**src/rtl/rnp_pkg.sv**
```systemverilog
// Shared types and constants for the repeating n-gram period detector.
package rnp_pkg;

  localparam int MAX_PERIOD_DEF = 16;
  localparam int COUNT_BITS_DEF = 24;

  localparam int BYTE_W   = 8;
  localparam int LIMIT_W  = 5;
  localparam int PERIOD_W = 4;

  localparam logic [LIMIT_W-1:0] LIMIT_RESET = 5'd10;

  // Per-transaction control broadcast to every cell.
  typedef struct packed {
    logic shift;    // a byte was accepted
    logic restart;  // that byte closes the page
  } cell_ctl_t;

  // History byte handed from cell to cell.
  typedef struct packed {
    logic [BYTE_W-1:0] data;
    logic              valid;  // byte belongs to the current page
  } hist_t;

endpackage

```
**src/rtl/rnp_cell.sv**
```systemverilog
// One candidate-period cell: history tap, match flag and end-of-page test.
module rnp_cell #(
  parameter int PER        = 1,
  parameter int COUNT_BITS = rnp_pkg::COUNT_BITS_DEF
) (
  input  logic                          clk,
  input  logic                          rst_n,
  input  rnp_pkg::cell_ctl_t            ctl,
  input  logic [rnp_pkg::BYTE_W-1:0]    cur_byte,
  input  rnp_pkg::hist_t                hist_in,
  input  logic [COUNT_BITS-1:0]         page_len,
  input  logic [rnp_pkg::LIMIT_W-1:0]   limit,
  output rnp_pkg::hist_t                hist_out,
  output logic                          qualify
);
  import rnp_pkg::*;

  logic [BYTE_W-1:0] hist_data_r;
  logic              hist_valid_r, hist_valid_nxt;
  logic              match_r, match_nxt;
  logic              hit, match_now;

  // hist holds the byte PER positions back; equal to it means periodic so far
  assign hit       = hist_valid_r && (hist_data_r != cur_byte);
  assign match_now = match_r && !hit;

  assign qualify = match_now
                && (page_len > COUNT_BITS'(2 * PER))
                && (int'(limit) > PER);

  assign hist_out.data  = hist_data_r;
  assign hist_out.valid = hist_valid_r;

  always_comb begin
    hist_valid_nxt = hist_valid_r;
    match_nxt      = match_r;
    if (ctl.shift) begin
      hist_valid_nxt = ctl.restart ? 1'b0 : hist_in.valid;
      match_nxt      = ctl.restart ? 1'b1 : match_now;
    end
  end

  always_ff @(posedge clk) begin
    if (!rst_n) begin
      hist_valid_r <= 1'b0;
      match_r      <= 1'b1;
    end else begin
      hist_valid_r <= hist_valid_nxt;
      match_r      <= match_nxt;
    end
  end

  always_ff @(posedge clk) begin
    if (ctl.shift) begin
      hist_data_r <= hist_in.data;
    end
  end

endmodule

```
**src/rtl/rnp_pick.sv**
```systemverilog
// Result stages: captures qualify flags, picks the smallest period, holds output.
module rnp_pick #(
  parameter int MAX_PERIOD = rnp_pkg::MAX_PERIOD_DEF
) (
  input  logic                           clk,
  input  logic                           rst_n,
  input  logic                           take,
  input  logic [MAX_PERIOD-2:0]          qual,
  output logic                           can_take,
  output logic                           out_valid,
  input  logic                           out_ready,
  output logic [rnp_pkg::PERIOD_W-1:0]   out_period
);
  import rnp_pkg::*;

  localparam int NC = MAX_PERIOD - 1;
  localparam int FW = $clog2(MAX_PERIOD);

  logic          s1_v_r, s1_v_nxt;
  logic [NC-1:0] s1_q_r;
  logic          out_v_r, out_v_nxt;
  logic [PERIOD_W-1:0] period_r;

  logic s2_free;
  logic [FW-1:0]          found;
  logic [FW+PERIOD_W-1:0] found_ext;

  assign s2_free  = !out_v_r || out_ready;
  assign can_take = !s1_v_r || s2_free;

  // smallest set index wins
  always_comb begin
    found = '0;
    for (int i = NC - 1; i >= 0; i--) begin
      if (s1_q_r[i]) begin
        found = FW'(i + 1);
      end
    end
  end

  assign found_ext = {{PERIOD_W{1'b0}}, found};

  always_comb begin
    s1_v_nxt  = s1_v_r;
    out_v_nxt = out_v_r;
    if (take) begin
      s1_v_nxt = 1'b1;
    end else if (s2_free) begin
      s1_v_nxt = 1'b0;
    end
    if (s2_free) begin
      out_v_nxt = s1_v_r;
    end
  end

  always_ff @(posedge clk) begin
    if (!rst_n) begin
      s1_v_r  <= 1'b0;
      out_v_r <= 1'b0;
    end else begin
      s1_v_r  <= s1_v_nxt;
      out_v_r <= out_v_nxt;
    end
  end

  always_ff @(posedge clk) begin
    if (take) begin
      s1_q_r <= qual;
    end
    if (s2_free) begin
      period_r <= found_ext[PERIOD_W-1:0];
    end
  end

  assign out_valid  = out_v_r;
  assign out_period = period_r;

endmodule

```
**src/rtl/repeating_ngram_period.sv**
```systemverilog
// Top level: smallest repeating period of a page, one byte per cycle.
// Throughput: one byte transaction per cycle; in_ready drops only while both result
// stages hold a period and out_ready is low.
// out_valid rises after the last byte's flags pass the capture and pick stages.
// A row of MAX_PERIOD-1 cells shifts the recent bytes along, all compared in parallel.
// Reset (rst_n low, synchronous): page restarts, no result pending, period_limit = 10.
module repeating_ngram_period #(
  parameter int MAX_PERIOD = rnp_pkg::MAX_PERIOD_DEF,
  parameter int COUNT_BITS = rnp_pkg::COUNT_BITS_DEF
) (
  input  logic                          clk,
  input  logic                          rst_n,
  // input byte channel
  input  logic                          in_valid,
  output logic                          in_ready,
  input  logic [rnp_pkg::BYTE_W-1:0]    in_data_byte,
  input  logic                          in_last_byte,
  // result channel
  output logic                          out_valid,
  input  logic                          out_ready,
  output logic [rnp_pkg::PERIOD_W-1:0]  out_period,
  // configuration
  input  logic                          cfg_wr_en,
  input  logic [rnp_pkg::LIMIT_W-1:0]   cfg_period_limit
);
  import rnp_pkg::*;

  localparam int NC = MAX_PERIOD - 1;  // candidate periods 1 .. MAX_PERIOD-1

  logic                  accept;
  cell_ctl_t             ctl;
  logic [COUNT_BITS-1:0] count_r, count_nxt, len_now;
  logic [LIMIT_W-1:0]    limit_r, limit_nxt;
  logic                  can_take;
  logic [NC-1:0]         qual;
  hist_t                 links [0:NC];

  // A byte is taken whenever the first result stage can absorb a possible
  // end-of-page result; it falls only when both result stages hold a period
  // and out_ready is low.
  assign in_ready    = can_take;
  assign accept      = in_valid && in_ready;
  assign ctl.shift   = accept;
  assign ctl.restart = accept && in_last_byte;

  // Page length including the current byte, saturating at all ones.
  assign len_now = (&count_r) ? count_r : count_r + 1'b1;

  always_comb begin
    count_nxt = count_r;
    limit_nxt = limit_r;
    if (accept) begin
      count_nxt = in_last_byte ? '0 : len_now;
    end
    if (cfg_wr_en) begin
      limit_nxt = cfg_period_limit;
    end
  end

  always_ff @(posedge clk) begin
    if (!rst_n) begin
      count_r <= '0;
      limit_r <= LIMIT_RESET;
    end else begin
      count_r <= count_nxt;
      limit_r <= limit_nxt;
    end
  end

  // Head of the chain: the current byte becomes the one-back history.
  assign links[0].data  = in_data_byte;
  assign links[0].valid = 1'b1;

  // Cell k tests period k+1. Matching the byte p back at every step is the
  // same as matching the page's opening bytes at offset mod p, since a cell
  // stays set only while every earlier byte matched too.
  for (genvar k = 0; k < NC; k++) begin : g_cell
    rnp_cell #(
      .PER        (k + 1),
      .COUNT_BITS (COUNT_BITS)
    ) u_cell (
      .clk      (clk),
      .rst_n    (rst_n),
      .ctl      (ctl),
      .cur_byte (in_data_byte),
      .hist_in  (links[k]),
      .page_len (len_now),
      .limit    (limit_r),
      .hist_out (links[k+1]),
      .qualify  (qual[k])
    );
  end

  // Qualify flags are captured on the last byte, then priority encoded.
  rnp_pick #(
    .MAX_PERIOD (MAX_PERIOD)
  ) u_pick (
    .clk        (clk),
    .rst_n      (rst_n),
    .take       (ctl.restart),
    .qual       (qual),
    .can_take   (can_take),
    .out_valid  (out_valid),
    .out_ready  (out_ready),
    .out_period (out_period)
  );

endmodule

```
**config.mk**
```make
export PLATFORM = sky130hd
export DESIGN_NAME = repeating_ngram_period
export DESIGN_NICKNAME = d
export VERILOG_FILES = /design/src/rtl/rnp_pkg.sv /design/src/rtl/rnp_cell.sv /design/src/rtl/rnp_pick.sv /design/src/rtl/repeating_ngram_period.sv
export SDC_FILE = /design/constraint.sdc
export NUM_CORES = 1
export LEC_CHECK = 0
export ABC_AREA = 0
export BUFFER_PORTS_ARGS = -buffer_cell sky130_fd_sc_hd__clkbuf_2
export CAP_MARGIN = 20
export CORE_ASPECT_RATIO = 0.8
export CORE_MARGIN = 4
export CORE_UTILIZATION = 50
export DETAILED_ROUTE_END_ITERATION = 8
export PLACE_DENSITY = 0.66
export SETUP_SLACK_MARGIN = 0.5
export SYNTH_ARGS = -nofsm -noshare
export SYNTH_HDL_FRONTEND = slang
export SYNTH_SLANG_ARGS = --single-unit
```
**constraint.sdc**
```tcl
create_clock -name clk -period 14.9 [get_ports clk]
set_input_delay 0.745 -clock clk [delete_from_list [all_inputs] [get_ports clk]]
set_output_delay 0.745 -clock clk [all_outputs]
set_load 0.02 [all_outputs]
```
==> results.md <==
- YS warnings: 0
- Sw power: 0.286 mW
- Crit-path cells: ha_1 -> and3_1 -> nand2_1 -> a21oi_1 -> a31oi_1 -> nor3_1 -> nand4b_1 -> nor3_4 -> a311oi_1
- Vias: 6409
- FF+latch area: 5400 µm²
- Clock power frac: 38.7%
- Synth top area cells: edfxtp_1, dfxtp_1, xnor2_1, nand4_1, nand2_1
- Static leakage: 3.43 nW
- Root Driver: clkbuf_16
- Clk sinks: 200
- Yosys top cell by area: edfxtp_1
- Post-synth ARST share: 0%
- Final non-filler cell area: 10300 µm²
- Initial Util: 51.7%
- Max-slew violations: 0
- Unrepaired setup endpoints after global routing: no
- CP delay by family, top: simple AND/OR/NAND/NOR gates
- Routability cong.: 0.868
- Largest net degree at the start of global routing: 82
- Post-synth cell types: 64
- Finish-stage setup viols: 0
- Yosys top cell area share: 43.8%
- DP Area: 9760 µm²
- DRT antenna net count: 0
- CTS tree: done
- Sequential fraction of the synthesis area: 56.6%
- Max frequency: 0.282 GHz
- Total Wirelength: 19300 µm
- Max-cap viol count: 0
- First-pass GRT wire length: 31500 µm
- Syn_nets: 866
- Vias in the first global route: 6087
- Filler cells: 1568
- Hold_buf cts: 0
- Diodes inserted: 0
- Gr usage total: 18.2%
- Drt pass-1 iters: 6
- Mapped Area: 9540 µm²
- Die Y: 132 µm
- 1st-iter DRT viols: 756
- Clock-pin slew on the worst setup and hold paths: 0.08 ns
- Critical Path Sink Type: flip-flop
- Core Area: 18400 µm²
- Area of the multi-input gates: 3870 µm²
- Post-DP HPWL: 13300 µm
- Internal cell power: 0.876 mW
- Via/cell ratio: 5.82
- Post_cts resized: 0
- Post-synth EDFFs: 139
- Crit-path max cell delay: 0.59 ns
- Req. time, crit path: 15.04 ns
- Finished Core Util: 56.1%
- Die ar.: 21400 µm²
- Seq pwr share: 54.6%
- CTS Buf Count: 17
- Final Hold Fails: 0
- Nets: 856
- Post-route setup TNS: 0 ns
- Post-CTS Setup Bufs: 0
- Worst slew margin: 35.0%
- Status: finished clean
- Final hold slack: 0.464 ns
- Setup crit start kind: flip-flop
- Port bufs: 24
- Global route overflow: 0
- Post-Synthesis Cells: 846
- Pwr dens: 112 nW/µm²
- Final Critical Period: 3.55 ns
- Tightest Hold Check Type: reg -> reg
- CTS Buffer Depth: 2
- Max IR drop VDD: 0.0000789 V
- Area growth syn-to-layout: 8.42%
- H-tree depth: 4
- # DRC: 0
- CP max FO: 12
- Initial antenna violation count: 0
- Slowest cell on crit path: nor3_4
- Synth Register Bits: 200
- Clk_lat worst skew: 0.43 ns
- Combinational share of power: 6.7%
- Average wire per standard cell: 17.5 µm
- Worst Path Arrival: 3.68 ns
- Ys flop type: edfxtp_1
- Share of layout cells above drive strength 1: 9.42%
- Number of top-level pins: 25
- Synthesized area per cell: 11.3 µm²
- Worst setup path class: reg -> reg
- Sw Share: 24.6%
- WP buf/inv: 0
- Worst Tran Pin Value: 0.968 ns
- Final Skew: 0.0121 ns
- Fin crit share: 23.8%
- Die width: 162 µm
- Cell Rows: 44
[cell families (layout without fill, tap and decap cells)]
kind of cell    Yosys count  count (layout)  synth area share, %
mux                       8               8                0.879
fa+ha+maj                 1               1                0.131
simple gates            276             276                 16.2
xor+xnor                132             132                 12.1
compound gates          163             163                 11.3
flops                   200             200                 56.6
buf+inv                  66              69                 2.83
[path summary, 6_finish.rpt]
kind                                     from  cells after the start                                to  slack (ns)
min          g_cell[10].u_cell.hist_data_r[0]                      0  g_cell[11].u_cell.hist_data_r[0]        0.46
min reg2reg  g_cell[10].u_cell.hist_data_r[0]                      0  g_cell[11].u_cell.hist_data_r[0]        0.46
max reg2reg                        count_r[0]                      9                  u_pick.s1_q_r[1]       11.35
max                                count_r[0]                      9                  u_pick.s1_q_r[1]       11.35
[placed cells by master (no fill, tap or decap), types with 24 or more instances in the layout]
| master | netlist | routed |
|---|---|---|
| a21boi_0 | 24 | 24 |
| clkbuf_2 | 0 | 24 |
| dfxtp_1 | 61 | 61 |
| edfxtp_1 | 139 | 139 |
| nand2_1 | 70 | 70 |
| nand3_1 | 32 | 32 |
| nand4_1 | 44 | 44 |
| nor2_1 | 28 | 28 |
| o21ai_0 | 49 | 49 |
| xnor2_1 | 128 | 128 |
[registers in the layout (all words and copies together) (netlist names)]
register,flops
u_pick.out_period,4
g_cell.u_cell.hist_valid_r,15
g_cell.u_cell.match_r,15
u_pick.s1_v_r,1
limit_r,5
u_pick.s1_q_r,15
u_pick.out_valid,1
count_r,24
g_cell.u_cell.hist_data_r,120
[synth_stat cells (7+ instances only)]
master / number
nand2_1: 70
a21oi_1: 23
a21boi_0: 24
a211oi_1: 7
clkbuf_1: 41
nor2_1: 28
nand3_1: 32
o21ai_0: 49
mux2i_1: 7
and2_1: 8
xnor2_1: 128
a31oi_1: 12
nor3_1: 18
nand4_1: 44
inv_1: 9
dfxtp_1: 61
a22oi_1: 8
buf_2: 9
nand3b_1: 14
nor4_1: 7
edfxtp_1: 139
nor2b_1: 17
[layer usage]
metal	vias up	global-route usage, %	part of all wire, %
met5	-	0	0
met4	0	3.19	0.70
met3	15	4.79	5.9
met2	210	27.2	46
met1	3101	27.3	48
li1	3083	-	-
[area by class of cell]
type | count | share of cell area (%)
clock inverter | 15 | 1.44
clock buffer | 17 | 4.11
multi-input combinational | 580 | 37.5
tap | 253 | 3.06
timing repair buffer | 27 | 1.38
inverter | 10 | 0.387
sequential | 200 | 52.2
[power by group through the flow]
stage	logic, mW	clock network, mW	registers, mW
2_1_floorplan	0.0620	0	0.645
3_3_place_gp	0.0760	0	0.645
3_5_place_dp	0.0778	0	0.647
4_1_cts	0.0782	0.458	0.634
5_1_grt	0.0855	0.482	0.637
6_report	0.0773	0.450	0.634
[per-stage QoR]
step	power [mW]	std cells	setup WS, ns
after floorplan	0.707	846	9.57
after detailed placement	0.725	1069	11.02
after global routing	1.21	1102	11.13
final	1.16	1102	11.35
after global placement	0.721	1069	11.20
after CTS	1.17	1101	11.47
(Power assumes the default switching activity.)
